**src/rtl/dd_odo_pkg.sv**
```systemverilog
// ----------------------------------------------------------------------------
// dd_odo_pkg
// Shared types, constants and small functions for the differential-drive
// odometry block.
// ----------------------------------------------------------------------------
package dd_odo_pkg;

    localparam int unsigned WORD_W    = 32;
    localparam int unsigned ELAPSED_W = 18;
    localparam int unsigned HEAD_W    = 16;
    localparam int unsigned MUL_W     = 34;
    localparam int unsigned PROD_W    = 2 * MUL_W;
    localparam int unsigned KACC_W    = 80;
    localparam int unsigned ATAN_LEN  = 24;

    // action codes
    localparam logic [1:0] ACT_TICK    = 2'd0;
    localparam logic [1:0] ACT_SPEEDS  = 2'd1;
    localparam logic [1:0] ACT_VECTORS = 2'd2;

    // cordic start value and radian to binary-angle factor
    localparam logic signed [MUL_W-1:0] CORDIC_GAIN = 34'sh026DD3B6A;
    localparam logic signed [MUL_W-1:0] RAD_TO_BAM  = 34'sh028BE60DC;

    typedef struct packed {
        logic [1:0]         action;
        logic signed [31:0] left_speed;
        logic signed [31:0] right_speed;
        logic signed [31:0] left_vx;
        logic signed [31:0] left_vy;
        logic signed [31:0] right_vx;
        logic signed [31:0] right_vy;
        logic [17:0]        elapsed;
    } in_item_t;

    typedef struct packed {
        logic signed [31:0] x_position;
        logic signed [31:0] y_position;
        logic [15:0]        heading;
        logic signed [31:0] x_rate;
        logic signed [31:0] y_rate;
        logic signed [31:0] turn_rate;
        logic [31:0]        sequence_res;
        logic               separation_error;
    } out_item_t;

    typedef enum logic [4:0] {
        S_IDLE,
        S_VEC_SQX,
        S_VEC_SQY,
        S_VEC_DOTX,
        S_VEC_DOTY,
        S_VEC_ROOT,
        S_VEC_WAIT,
        S_TICK_START,
        S_TICK_WAIT,
        S_MUL_VC,
        S_MUL_VS,
        S_MUL_XE,
        S_MUL_YE,
        S_MUL_TE,
        S_MUL_KL,
        S_MUL_KH,
        S_HEAD,
        S_EMIT
    } seq_state_t;

    // arctangent of 2^-i as a 32-bit binary angle
    function automatic logic [29:0] atan_at(input logic [4:0] idx);
        logic [29:0] val;
        case (idx)
            5'd0:    val = 30'h20000000;
            5'd1:    val = 30'h12E4051E;
            5'd2:    val = 30'h09FB385B;
            5'd3:    val = 30'h051111D4;
            5'd4:    val = 30'h028B0D43;
            5'd5:    val = 30'h0145D7E1;
            5'd6:    val = 30'h00A2F61E;
            5'd7:    val = 30'h00517C55;
            5'd8:    val = 30'h0028BE53;
            5'd9:    val = 30'h00145F2F;
            5'd10:   val = 30'h000A2F98;
            5'd11:   val = 30'h000517CC;
            5'd12:   val = 30'h00028BE6;
            5'd13:   val = 30'h000145F3;
            5'd14:   val = 30'h0000A2FA;
            5'd15:   val = 30'h0000517D;
            5'd16:   val = 30'h000028BE;
            5'd17:   val = 30'h0000145F;
            5'd18:   val = 30'h00000A30;
            5'd19:   val = 30'h00000518;
            5'd20:   val = 30'h0000028C;
            5'd21:   val = 30'h00000146;
            5'd22:   val = 30'h000000A3;
            5'd23:   val = 30'h00000051;
            default: val = 30'h0;
        endcase
        return val;
    endfunction

    // clamp to the signed 32-bit range
    function automatic logic signed [31:0] sat32(input logic signed [KACC_W-1:0] val);
        logic signed [31:0] res;
        if (val > 80'sd2147483647)
            res = 32'sh7FFFFFFF;
        else if (val < -80'sd2147483648)
            res = 32'sh80000000;
        else
            res = val[31:0];
        return res;
    endfunction

endpackage

```
**src/rtl/dd_odo_cordic.sv**
```systemverilog
// ----------------------------------------------------------------------------
// dd_odo_cordic
// Rotation-mode cordic, one micro-rotation per cycle, for sine and cosine
// of a 16-bit binary-angle heading.
// ----------------------------------------------------------------------------
module dd_odo_cordic #(
    parameter int STEPS = 16
) (
    input  logic                                clk,
    input  logic                                rst_n,
    input  logic                                start,
    input  logic [dd_odo_pkg::HEAD_W-1:0]       angle,
    output logic                                busy,
    output logic signed [dd_odo_pkg::MUL_W-1:0] cos_val,
    output logic signed [dd_odo_pkg::MUL_W-1:0] sin_val
);
    import dd_odo_pkg::*;

    localparam int STEP_W = $clog2(STEPS);
    localparam logic signed [MUL_W-1:0] HALF_PI = 34'sd1073741824;
    localparam logic signed [MUL_W-1:0] FULL_PI = 34'sd2147483648;

    logic signed [MUL_W-1:0] x_reg, x_next;
    logic signed [MUL_W-1:0] y_reg, y_next;
    logic signed [MUL_W-1:0] z_reg, z_next;
    logic                    neg_reg, neg_next;
    logic [STEP_W-1:0]       step_reg, step_next;
    logic                    busy_reg, busy_next;

    logic signed [MUL_W-1:0] z_init;
    logic signed [MUL_W-1:0] dx;
    logic signed [MUL_W-1:0] dy;
    logic signed [MUL_W-1:0] atan_val;

    // fold into the right half plane, then rotate
    always_comb
    begin
        x_next    = x_reg;
        y_next    = y_reg;
        z_next    = z_reg;
        neg_next  = neg_reg;
        step_next = step_reg;
        busy_next = busy_reg;
        z_init    = MUL_W'($signed({angle, 16'h0000}));
        dx        = y_reg >>> step_reg;
        dy        = x_reg >>> step_reg;
        atan_val  = $signed({4'b0000, atan_at(5'(step_reg))});
        if (start)
        begin
            x_next    = CORDIC_GAIN;
            y_next    = '0;
            step_next = '0;
            busy_next = 1'b1;
            if (z_init > HALF_PI)
            begin
                z_next   = z_init - FULL_PI;
                neg_next = 1'b1;
            end
            else if (z_init < -HALF_PI)
            begin
                z_next   = z_init + FULL_PI;
                neg_next = 1'b1;
            end
            else
            begin
                z_next   = z_init;
                neg_next = 1'b0;
            end
        end
        else if (busy_reg)
        begin
            if (z_reg >= 0)
            begin
                x_next = x_reg - dx;
                y_next = y_reg + dy;
                z_next = z_reg - atan_val;
            end
            else
            begin
                x_next = x_reg + dx;
                y_next = y_reg - dy;
                z_next = z_reg + atan_val;
            end
            if (step_reg == STEP_W'(STEPS - 1))
                busy_next = 1'b0;
            else
                step_next = step_reg + 1'b1;
        end
    end

    always_ff @(posedge clk or negedge rst_n)
    begin
        if (!rst_n)
        begin
            busy_reg <= 1'b0;
            step_reg <= '0;
        end
        else
        begin
            busy_reg <= busy_next;
            step_reg <= step_next;
        end
    end

    always_ff @(posedge clk)
    begin
        x_reg   <= x_next;
        y_reg   <= y_next;
        z_reg   <= z_next;
        neg_reg <= neg_next;
    end

    assign busy    = busy_reg;
    assign cos_val = neg_reg ? -x_reg : x_reg;
    assign sin_val = neg_reg ? -y_reg : y_reg;

endmodule

```
**config.mk**
```make
export PLATFORM = sky130hd
export DESIGN_NAME = dd_odo_cordic
export DESIGN_NICKNAME = d
export VERILOG_FILES = /design/src/rtl/dd_odo_pkg.sv /design/src/rtl/dd_odo_cordic.sv
export SDC_FILE = /design/constraint.sdc
export NUM_CORES = 1
export LEC_CHECK = 0
export ABC_AREA = 1
export BUFFER_PORTS_ARGS = -buffer_cell sky130_fd_sc_hd__buf_2
export CAP_MARGIN = 20
export CORE_MARGIN = 5
export CORE_UTILIZATION = 30
export CTS_CLUSTER_SIZE = 14
export DETAILED_ROUTE_END_ITERATION = 8
export HOLD_SLACK_MARGIN = 0.02
export PLACE_DENSITY = 0.55
export SLEW_MARGIN = 25
export SYNTH_ARGS = -nofsm -noshare
export SYNTH_HDL_FRONTEND = slang
export SYNTH_SLANG_ARGS = --single-unit
export TNS_END_PERCENT = 10
```
**constraint.sdc**
```tcl
create_clock -name clk -period 5.7 [get_ports clk]
set_clock_uncertainty 0.2 [all_clocks]
set_input_delay 0.285 -clock clk [delete_from_list [all_inputs] [get_ports clk]]
set_output_delay 0.285 -clock clk [all_outputs]
set_load 0.03 [all_outputs]
```
# Word-level counts from Yosys, hierarchy flattened
# Memory sizes are Yosys's and may differ from the RTL's.
# Cells that the tools add are included.
# Widths: inputs -> output; s select.
# totals
ff_bits	108
rom_bits	480
input_bits	19
output_inout_bits	69
word_cells	43
mem_count	1
# op_classes
add_sub_neg	11
magnitude_cmp	3
n_eq_ne	2
shifts	2
n_mux	16
n_reduce_logical	2
# mem_list
name	words	word_bits	read_ports	rd_ports_with_merged_regs	wr	line_no	rtl
(name not given)	16	30	1	0	0	dd_odo_pkg.sv:71	case (idx)
# op_table
op	count
$mux 34	9
$add 34x34->34	2
$neg 34->34	2
$sshr 34x4->34	2
$sub 34x34->34	2
$add 32x33->34 const B	1
$add 34x31->34	1
$ge 34x1->1 const B	1
$sub 32x33->34 const B	1
$sub 34x31->34	1
$gt 32x32->1 const B	1
$lt 32x31->1 const B	1
$mux 4	3
$add 4x1->4 const B	1
$eq 4x4->1 const B	1
$mux 1	4
$ne 2x2->1 const B	1
$reduce_and 2->1	1
$reduce_bool 2->1	1

# Logic depth before layout (Yosys ltp)
# Gate-level depths: netlist (run 1).
# An unclocked memory read counts as a cell.
# logic_depth
word_depth	5
depth_mapped	35
ltp_nobuf	33

# Worst setup path before layout (run 1)
# No wires, ideal clock.
# synth_path
kind	register to register
from	register step_reg[1]
to	register z_reg[29], data pin
arrival_time_ps	4077
slack_ps	1170
path_stages_with_launch	30
n_path_buf	2
synth_period_minus_slack_ps	4530
cell_sequence	dfrtp_1 buf_2 inv_2 buf_2 ha_1 inv_1 nor2_1 inv_1 nand2_1 nand2_1 o21ai_1 inv_1 ha_1 nand2_1 nor3_2 nand2_1 nor3_2 inv_2 o31ai_4 xor2_1 ha_1 a21oi_1 inv_1 a31oi_1 o221ai_1 a21oi_1 o21bai_1 or2_2 nand3_1 nand2_1
# synth_between
elab_chain_cells	5
word_cells_on_any_way	6
classes_between	add/sub: 2; mux: 3; memory: 1
# synth_rtl
item	line_no	rtl
start, declared	dd_odo_cordic.sv:27	logic [STEP_W-1:0] step_reg, step_next;
start signal, assigned	dd_odo_cordic.sv:101	step_reg <= step_next;
$mem_v2 16x30 (*)	-	
$add 34x31->34 / $sub 34x31->34 (equally long branches)	dd_odo_cordic.sv:82, dd_odo_cordic.sv:76	
$mux 34 (*)	dd_odo_cordic.sv:72	if (z_reg >= 0)
$mux 34 (*)	dd_odo_cordic.sv:70	else if (busy_reg)
$mux 34 (*)	dd_odo_cordic.sv:48	if (start)
net z_next[29]	dd_odo_cordic.sv:25	logic signed [MUL_W-1:0] z_reg, z_next;
end signal, assigned	dd_odo_cordic.sv:109	z_reg <= z_next;
end, declared	dd_odo_cordic.sv:25	
# Mark *: on every way through the listed nets, which the timed path passes. The rest lies on a longest branch. The select of a mux whose other input is x is not followed.
# A chain may end at the register's enable or synchronous reset.

# Worst setup path in the final report (run 1)
# layout_path
from	register step_reg[1]
to	register x_reg[33]
# layout_between
elab_chain_cells	3
word_cells_on_any_way	4
classes_between	add/sub: 2; shift: 1; mux: 1
# layout_rtl
item	line_no	rtl
$sshr 34x4->34 (*)	dd_odo_cordic.sv:45	dx = y_reg >>> step_reg;
$add 34x34->34 / $sub 34x34->34 (equally long branches)	dd_odo_cordic.sv:80, dd_odo_cordic.sv:74	
$mux 34 (*)	dd_odo_cordic.sv:72	
end signal, assigned	dd_odo_cordic.sv:107	x_reg <= x_next;
end, declared	dd_odo_cordic.sv:23	logic signed [MUL_W-1:0] x_reg, x_next;
# Every way passes the cells marked *; elsewhere a longest branch is shown, timed or not.

==> flow_summary.toml, run 1 <==
[final_layout]
syn_to_final_growth_pct = 9.73
layout.nets = 3017
final_cells = 3635
layout_commonest_cell = "nand2_1"
diodes = 0
layout-drive-gt1-share_pct = 7.86
final_cell_mix = "nand2_1, nand3_1, nor2_1"

[clocking]
h-tree-depth = 3
cts_root_buffer = "clkbuf_16"
cts_buffers = 9
worstSkewPairLatency_ns = 0.42
clkTransAtPathRegs_ns = 0.09
clock_sinks = 108
clockBufferDepth = 2
cts_tree = "built"

[job]
maxCapViolations = 0

[placement]
dp_cells = 3602
port_buffers = 87
dp_slack_ns = 0.227
hpwlAfterDp_mm = 50.4
place.gp.congestion = 0.958

[worst_hold_path]
holdPathEnd = "z_reg[19]$_DFFE_PP_"
hold_depth = 3
hold_path_class = "primary input to register"
hold_path.startpoint = "angle[3]"

[drt]
drt_iter0_drc = 1695
firstDrtPassIters = 5
vias_per_cell = 5.12
ant_nets = 0
num_vias = 18600
wirelength_mm = 63.6
wl_per_cell_um = 17.5
drc = 0

[yosys]
synth_seq_cells = 108
synth_flop_cell = "dfxtp_1"
synthArstFlopShare_pct = 4.63
synth_cells = 2837
synth_warnings = 0
synth_enable_flop_cells = 35
ys_types = 53
avgSynthCellArea_um2 = 5.86
yosysSeqAreaShare_pct = 15.3
synthesis.area_mm2 = 0.0166
synth_nets = 2972

[critical_path]
cp.arrival_ns = 5.35
reg2reg_depth = 29
worstPathMaxFanout = 33
crit_type = "register to register"
critPathSlowestCell = "dfrtp_2"
worstPathRequired_ns = 5.85
end_kind = "register"
r2r-start = "step_reg[1]$_DFFE_PN0P_"
rrSetupSlack_ns = 0.49
reg2reg_to = "x_reg[33]$_SDFFE_PP0P_"
slowest_delay_ns = 0.49
crit_path_start_kind = "register"

[timing]
slew_headroom_pct = 30.3
worst_pin_slew_ns = 1.04
setup_viol = 0
fin_crit_sh_pct = 91.4
hold_viol = 0
min_period_ns = 5.21
finalWorstSetupSlack_ns = 0.492
fmax_mhz = 192
final_max_slew_viol_count = 0

[global_route]
grt_max_degree = 57
antenna_found_initial = 0
grt_pass1_vias = 17800
track_usage_pct = 20.7
grt_pass1_wl_mm = 99.4
overflow = 0

[die]
dieArea_mm2 = 0.0603
die_w_um = 245
design.core.area_mm2 = 0.0550
die-height_um = 245
initial_core_util_pct = 30.2
num_rows = 86
io_pins = 88

[run_status]
status = "complete, no violations"
Yosys cell counts, types with 3 or more instances:
cell type / count / share of area (%)
inv_1: 288 / 6.5
clkbuf_1: 36 / 0.81
nor4_1: 6 / 0.23
o22ai_1: 9 / 0.34
edfxtp_1: 35 / 6.3
o21ai_2: 6 / 0.32
nor2_2: 6 / 0.23
and2_1: 3 / 0.11
buf_4: 10 / 0.45
a32oi_1: 3 / 0.16
nand2_2: 5 / 0.19
nand3b_1: 4 / 0.18
dfxtp_1: 68 / 8.2
buf_1: 20 / 0.45
a21oi_1: 196 / 5.9
nand3_1: 365 / 11
fa_1: 3 / 0.36
a31oi_1: 28 / 1.1
nor3_2: 4 / 0.24
o21ai_1: 19 / 0.57
a21o_1: 19 / 0.86
o221ai_1: 4 / 0.21
buf_6: 8 / 0.54
buf_2: 34 / 1.0
o21ai_0: 160 / 4.8
inv_2: 13 / 0.29
nand4_1: 28 / 1.1
o21bai_1: 9 / 0.41
a21oi_2: 5 / 0.26
o21a_1: 18 / 0.81
nand2_1: 728 / 16
nor3_1: 32 / 0.96
nor2_1: 297 / 6.7
a21boi_0: 8 / 0.36
ha_1: 113 / 8.5
dfrtp_1: 5 / 0.75
xnor2_1: 48 / 2.5
o211ai_1: 7 / 0.32
or2_2: 28 / 1.1
xor2_1: 142 / 7.5
o31ai_1: 4 / 0.18
metal layers:
metal	vias up	global-route usage [%]	wire, µm
met4	0	7.01	1950
met5	-	0	0
met1	8488	27.2	28600
li1	9492	-	-
met2	525	34.3	29300
met3	98	3.62	3740
how the worst max path moves through the flow:
stage / start / to / slack (ns) / cells after the start
after CTS: step_reg[0]$_DFFE_PN0P_ / y_reg[31]$_SDFFE_PP0P_ / 0.16 / 31
after global routing: step_reg[0]$_DFFE_PN0P_ / z_reg[33]$_DFFE_PP_ / -0.002 / 28
after global placement: step_reg[0]$_DFFE_PN0P_ / y_reg[31]$_SDFFE_PP0P_ / 0.34 / 31
after floorplan: step_reg[1]$_DFFE_PN0P_ / z_reg[29]$_DFFE_PP_ / 1.17 / 29
after detailed placement: step_reg[0]$_DFFE_PN0P_ / y_reg[31]$_SDFFE_PP0P_ / 0.23 / 31
final: step_reg[1]$_DFFE_PN0P_ / x_reg[33]$_SDFFE_PP0P_ / 0.49 / 29
stage by stage:
| stage | TNS [ns] | hold slack [ns] | cell area [µm²] | utilization (%) |
|---|---|---|---|---|
| after floorplan | 0 | -0.211 | 16600 | - |
| after global placement | 0 | -0.0585 | 17800 | 32.4 |
| final | 0 | 0.0451 | 18300 | 33.2 |
| after global routing | -0.00187 | 0.0387 | 18300 | 33.2 |
| after detailed placement | 0 | -0.0569 | 17800 | 32.4 |
| after CTS | 0 | 0.0283 | 18200 | 33.1 |
what timing repair did:
action / in CTS / in global routing
endpoints found under the hold margin: 18 / 0
buffers inserted: 0 / 4
endpoints found under the setup margin: 0 / 13
hold buffers: 13 / 0
resized for setup: 0 / 10
layout make-up:
cell class,instances,area (µm²)
tap,748,936
clock inverter,7,41.3
sequential,108,2550
inverter,302,1140
fill,6280,36700
multi-input combinational,2319,12400
timing repair buffer,142,938
clock buffer,9,225
kinds of logic after synthesis:
group                      Yosys count  synth area share, %
and+or+nand+nor                   1511                 38.7
AOI/OAI and AO/OA                  502                 17.1
buffers and inverters              410                 10.1
xor gates and xnor gates           190                 10.0
adders and majority gates          116                 8.86
DFF                                108                 15.3
worst max-delay path, delay by kind of cell (launching register included):
kind | cells | cell delay (ns)
AO/OA/AOI/OAI | 5 | 0.79
XOR/XNOR | 1 | 0.17
adder cells (fa/ha/maj) | 2 | 0.53
buffers and inverters | 7 | 0.81
flip-flops | 1 | 0.49
AND/OR/NAND/NOR | 14 | 2.12
Power of run 1 is not shown: default switching activity piles up to over one toggle a cycle in this logic, so the estimate is an artifact.
==> inputs of run 2 (changes only) <==
--- a/config.mk
+++ b/config.mk
@@ -5,15 +5,14 @@
 export SDC_FILE = /design/constraint.sdc
 export NUM_CORES = 1
 export LEC_CHECK = 0
-export ABC_AREA = 1
 export BUFFER_PORTS_ARGS = -buffer_cell sky130_fd_sc_hd__buf_2
 export CAP_MARGIN = 20
 export CORE_MARGIN = 5
-export CORE_UTILIZATION = 30
+export CORE_UTILIZATION = 29
 export CTS_CLUSTER_SIZE = 14
 export DETAILED_ROUTE_END_ITERATION = 8
 export HOLD_SLACK_MARGIN = 0.02
-export PLACE_DENSITY = 0.55
+export PLACE_DENSITY = 0.54
 export SLEW_MARGIN = 25
 export SYNTH_ARGS = -nofsm -noshare
 export SYNTH_HDL_FRONTEND = slang
==> run 2 against run 1 <==
Synthesized cell count fell by 25%; global-route usage fell by 1.7 points; final area rose by 18%; sequential share of layout area fell by 2.1 points; routed wire length rose by 0.32%; final cell count fell by 13%; maximum frequency fell by 8.6%.
==> flow_summary.toml, run 2 <==
[placement]
placed_area_mm2 = 0.0201
place.gp.congestion = 0.956
hpwlAfterDp_mm = 49.4
port_buffers = 87
dp_cells = 3109

[final_layout]
diodes = 0
layout-drive-gt1-share_pct = 28.6
fin_area_mm2 = 0.0215
layout_commonest_cell = "buf_4"
syn_to_final_growth_pct = 26.3
layout.nets = 2537
fillers = 5978
final_cell_mix = "buf_4, nand2_1, nor2_1"
final_cells = 3172

[yosys]
synth_enable_flop_cells = 35
ys_types = 94
synthArstFlopShare_pct = 4.63
synth_warnings = 0
synthSimpleGateAreaFrac_pct = 17.8
synth_nets = 2257
synth_top_family_by_area = "compound AO/OA/AOI/OAI gates"
synth-compound-area-share_pct = 22.8
synthXorXnorAreaFrac_pct = 11.8
synth_flop_cell = "dfxtp_1"
synth.top_cell.area_share_pct = 11.3
avgSynthCellArea_um2 = 8.01
synthTopCellsByCount = "nand2_1, nor2_1, a21oi_1, xnor2_1, o21ai_0"
synthesis.area_mm2 = 0.0170
synth_cells = 2122
synth_fa_ha_area_share_pct = 8.67
yosys-top-cells-area = "mux4_2, ha_1, dfxtp_1"
synthMuxAreaShare_pct = 18.5
yosysSeqAreaShare_pct = 14.9
yosysTopAreaCell = "mux4_2"
yosysMostFrequentCell = "nand2_1"
synth_seq_cells = 108

[clocking]
clock_sinks = 108
clkTransAtPathRegs_ns = 0.08
worstSkewPairLatency_ns = 0.42
clockBufferDepth = 2
cts_buffers = 9
cts_root_buffer = "clkbuf_16"
cts_tree = "built"
h-tree-depth = 3

[die]
io_pins = 88
die-height_um = 252
num_rows = 88
die_w_um = 252
dieArea_mm2 = 0.0636
initial_core_util_pct = 29.4
design.core.area_mm2 = 0.0579

[critical_path]
path_buf_inv = 2
crit_type = "register to register"
crit_family = "simple AND/OR/NAND/NOR gates"
slowest_delay_ns = 0.52
end_kind = "register"
crit_chain = "buf_8 > mux4_2 > mux4_2 > or3_4 > a211oi_2 > nand4b_1 > nand4b_1 > buf_4 > or2_4 > nand3b_1 > a22o_1 > a211oi_2 > ha_1 > nand3_2 > a311oi_4 > nor3_2 > o21a_1 > mux2_4 > mux2_4"
critPathSlowestCell = "mux4_2"
crit_path_start_kind = "register"
rrSetupSlack_ns = 0.00005
worstPathRequired_ns = 5.80
cp.arrival_ns = 5.80
worstPathMaxFanout = 5

[drt]
drt_iter0_drc = 1728
ant_nets = 0
num_vias = 17600
wl_per_cell_um = 20.1
drc = 0
wirelength_mm = 63.8
firstDrtPassIters = 9
vias_per_cell = 5.54

[timing]
final_max_slew_viol_count = 0
min_period_ns = 5.70
hold_viol = 0
rsz0062_at_grt = "yes"
worst_pin_slew_ns = 1.08
fmax_mhz = 175
fin_crit_sh_pct = 100
setup_viol = 0
slew_headroom_pct = 27.6

[global_route]
antenna_found_initial = 0
track_usage_pct = 19.0
grt_pass1_wl_mm = 97.0
grt_max_degree = 73
grt_pass1_vias = 16700
overflow = 0

[job]
maxCapViolations = 0

[run_status]
status = "complete, no violations"

[worst_hold_path]
hold_path_class = "primary input to asynchronous set/reset pin"
[run 2: what timing repair did]
item / in CTS / in global routing
hold buffers: 16 / 0
buffers inserted: 5 / 26
gates cloned: 0 / 1
pin swaps: 3 / 62
gates resized for setup: 15 / 133
hold endpoints to repair: 21 / 0
endpoints found under the setup margin: 5 / 31
[run 2: cell type report]
class / instances / area, µm² / share of cell area [%]
Sequential cell: 108 / 2550 / 11.9
Timing Repair Buffer: 437 / 3360 / 15.6
Clock inverter: 5 / 41.3 / 0.192
Inverter: 48 / 180 / 0.839
Multi-Input combinational cell: 1798 / 14100 / 65.8
Clock buffer: 11 / 254 / 1.18
Tap cell: 765 / 957 / 4.46
[run 2: worst paths after layout]
kind | to | startpoint | cells past startpoint
min reg2reg | x_reg[1]$_SDFFE_PP1P_ | x_reg[1]$_SDFFE_PP1P_ | 2
min | step_reg[3]$_DFFE_PN0P_ | rst_n | 2
max in group asynchronous | step_reg[2]$_DFFE_PN0P_ | rst_n | 2
max | x_reg[33]$_SDFFE_PP0P_ | step_reg[0]$_DFFE_PN0P_ | 19
max reg2reg | x_reg[33]$_SDFFE_PP0P_ | step_reg[0]$_DFFE_PN0P_ | 19
min in group clk | neg_reg$_SDFFCE_PP1P_ | angle[15] | 3
[run 2: worst reg2reg max path, stage by stage (launching register included)]
cell,delay (ns)
dfrtp_4,0.45
buf_8,0.14
mux4_2,0.52
mux4_2,0.50
or3_4,0.41
a211oi_2,0.24
nand4b_1,0.25
nand4b_1,0.33
buf_4,0.21
or2_4,0.25
nand3b_1,0.18
a22o_1,0.23
a211oi_2,0.22
ha_1,0.25
nand3_2,0.11
a311oi_4,0.30
nor3_2,0.09
o21a_1,0.17
mux2_4,0.26
mux2_4,0.29
[run 2: logic make-up (layout without fill, tap and decap cells)]
| logic type | count (synthesis) | after routing |
|---|---|---|
| AOI/OAI and AO/OA | 604 | 604 |
| xor gates and xnor gates | 229 | 229 |
| adders and majority gates | 116 | 116 |
| buffers and inverters | 216 | 501 |
| DFF | 108 | 108 |
| muxes | 204 | 204 |
| and+or+nand+nor | 645 | 645 |
[run 2: routing by layer]
metal	track usage [%]	vias to the layer above	routed length, µm
li1	-	8408	-
met3	3.41	79	3890
met1	25.8	8532	28700
met4	5.96	0	1400
met2	30.8	544	29800
met5	0	-	0
[run 2: through the flow]
stage / utilization [%] / setup slack (ns) / setup TNS, ns / hold slack (ns)
floorplan: - / -0.00842 / -0.0206 / -0.211
finish: 37.1 / 0.0000533 / 0 / 0.0409
CTS: 35.8 / -0.00878 / -0.00878 / 0.0371
global placement: 34.8 / -0.139 / -0.186 / -0.0959
global route: 37.1 / -0.189 / -0.962 / 0.0622
detailed placement: 34.8 / -0.245 / -0.358 / -0.0981
Power of run 2 is left out for the same reason.
==> inputs of run 3 (changes only) <==
--- a/config.mk
+++ b/config.mk
@@ -7,12 +7,14 @@
 export LEC_CHECK = 0
 export BUFFER_PORTS_ARGS = -buffer_cell sky130_fd_sc_hd__buf_2
 export CAP_MARGIN = 20
+export CORE_ASPECT_RATIO = 1.75
 export CORE_MARGIN = 5
 export CORE_UTILIZATION = 29
 export CTS_CLUSTER_SIZE = 14
 export DETAILED_ROUTE_END_ITERATION = 8
+export GPL_ROUTABILITY_DRIVEN = 1
 export HOLD_SLACK_MARGIN = 0.02
-export PLACE_DENSITY = 0.54
+export PLACE_DENSITY = 0.42
 export SLEW_MARGIN = 25
 export SYNTH_ARGS = -nofsm -noshare
 export SYNTH_HDL_FRONTEND = slang
==> run 3 against run 2 <==
The run now ends with negative setup slack left; final area up 3.3%; flip-flop and latch count unchanged; routed wire length up 15%; die area up 0.30%; critical endpoint is now y_reg[33]$_SDFFE_PP0P_; utilization up 1.1 points; maximum frequency down 0.56%; first-iteration DRC count down 46%; critical path depth up 3; global-route usage up 3.9 points; final cell count up 4.0%; critical path type unchanged; sequential share of layout area down 0.38 points; setup slack worse by 0.032 ns.
==> flow_summary.toml, run 3 (synthesis results as in run 2) <==
[run_status]
status = "complete, but fails checks"
failed_checks = "negative setup slack"

[worst_hold_path]
hold_path_class = "primary input to register"
hold_depth = 3
hold_path.startpoint = "angle[5]"

[die]
io_pins = 88
num_rows = 117
dieArea_mm2 = 0.0637
die_w_um = 193
initial_core_util_pct = 29.2
die-height_um = 330
design.core.area_mm2 = 0.0581

[global_route]
grt_pass1_vias = 18500
track_usage_pct = 22.9
overflow = 0
antenna_found_initial = 1
grt_pass1_wl_mm = 111
grt_max_degree = 71

[drt]
wl_per_cell_um = 22.3
drc = 0
wirelength_mm = 73.5
firstDrtPassIters = 5
ant_nets = 0
num_vias = 17900
vias_per_cell = 5.44
drt_iter0_drc = 932

[clocking]
clockBufferDepth = 2
worstSkewPairLatency_ns = 0.42
clock_sinks = 108
cts_buffers = 9
h-tree-depth = 3
cts_tree = "built"
clkTransAtPathRegs_ns = 0.08
cts_root_buffer = "clkbuf_16"

[critical_path]
cp.arrival_ns = 5.85
crit_type = "register to register"
crit_path_start_kind = "register"
startpoint = "step_reg[0]$_DFFE_PN0P_"
rrSetupSlack_ns = -0.03
worstPathRequired_ns = 5.82
end_kind = "register"
reg2reg_depth = 22
worstPathMaxFanout = 9
r2r-start = "step_reg[0]$_DFFE_PN0P_"

[final_layout]
layout.nets = 2657
layout_commonest_cell = "buf_4"
diodes = 0
layout-drive-gt1-share_pct = 31.0
fillers = 6152
final_util_pct = 38.2
final_cell_mix = "buf_4, nand2_1, nor2_1"
syn_to_final_growth_pct = 30.5

[timing]
final_max_slew_viol_count = 0
min_period_ns = 5.73
fin_crit_sh_pct = 101
rsz0062_at_grt = "yes"
slew_headroom_pct = 39.5
worst_pin_slew_ns = 0.906
hold_viol = 0
setup_viol = 1
finalWorstSetupSlack_ns = -0.0323
fmax_mhz = 174

[placement]
hpwlAfterDp_mm = 58.4
dp_slack_ns = -0.259
port_buffers = 87
place.gp.congestion = 0.940

[job]
maxCapViolations = 0
run 3: area by class of cell:
class | instances | area [µm²] | share of cell area (%)
inverters | 48 | 193 | 0.868
flip-flops and latches | 108 | 2550 | 11.5
repair buffers | 557 | 4200 | 18.9
multi-input cells | 1798 | 14000 | 63.0
well taps | 773 | 967 | 4.36
clock buffers | 10 | 239 | 1.08
clock inverters | 6 | 53.8 | 0.242
run 3: per-stage QoR:
stage          area, µm²  hold slack (ns)  instances  setup TNS, ns
2_1_floorplan      17100           -0.211       2122        -0.0206
3_3_place_gp       21100          -0.0330       3244          -1.31
3_5_place_dp       21100          -0.0286       3244          -1.53
4_1_cts            21800           0.0230       3288              0
5_1_grt            22200           0.0642       3300          -1.48
6_report           22200           0.0587       3300        -0.0323
run 3: repair_timing:
item | in CTS | in global routing
endpoints found under the hold margin | 20 | 0
pin swaps | 12 | 31
resized for setup | 42 | 74
endpoints found under the setup margin | 15 | 39
buffers inserted | 12 | 12
hold buffers | 16 | 0
cloned | 0 | 0
run 3: path summary, 6_finish.rpt:
check | endpoint
max | y_reg[33]$_SDFFE_PP0P_
min | z_reg[21]$_DFFE_PP_
max reg2reg | y_reg[33]$_SDFFE_PP0P_
min reg2reg | y_reg[0]$_SDFFE_PP0P_
max in group asynchronous | step_reg[0]$_DFFE_PN0P_
min in group asynchronous | step_reg[3]$_DFFE_PN0P_
run 3: critical path: stages (launching register included):
cell and delay [ns]:
dfrtp_4 0.46, buf_6 0.14, buf_12 0.15, mux4_2 0.53, buf_4 0.17, mux4_2 0.49, nor2_2 0.14, nand2_1 0.06
or4_4 0.57, buf_4 0.17, nand2_1 0.07, xnor2_1 0.20, ha_1 0.45, nand4_1 0.11, inv_1 0.11, nand4b_1 0.24
a211o_1 0.37, a211oi_1 0.23, o21ai_1 0.13, a21oi_2 0.18, xnor2_1 0.15, a21oi_1 0.09, a31o_1 0.20
run 3: metal layers:
metal | share of wire, % | global-route usage [%] | wire length, µm
met4 | 6.9 | 13.9 | 5080
met1 | 36 | 23.5 | 26600
met5 | 0 | 0 | 0
met2 | 54 | 43.9 | 39900
met3 | 2.7 | 2.08 | 2000
Power of run 3 is left out for the same reason.
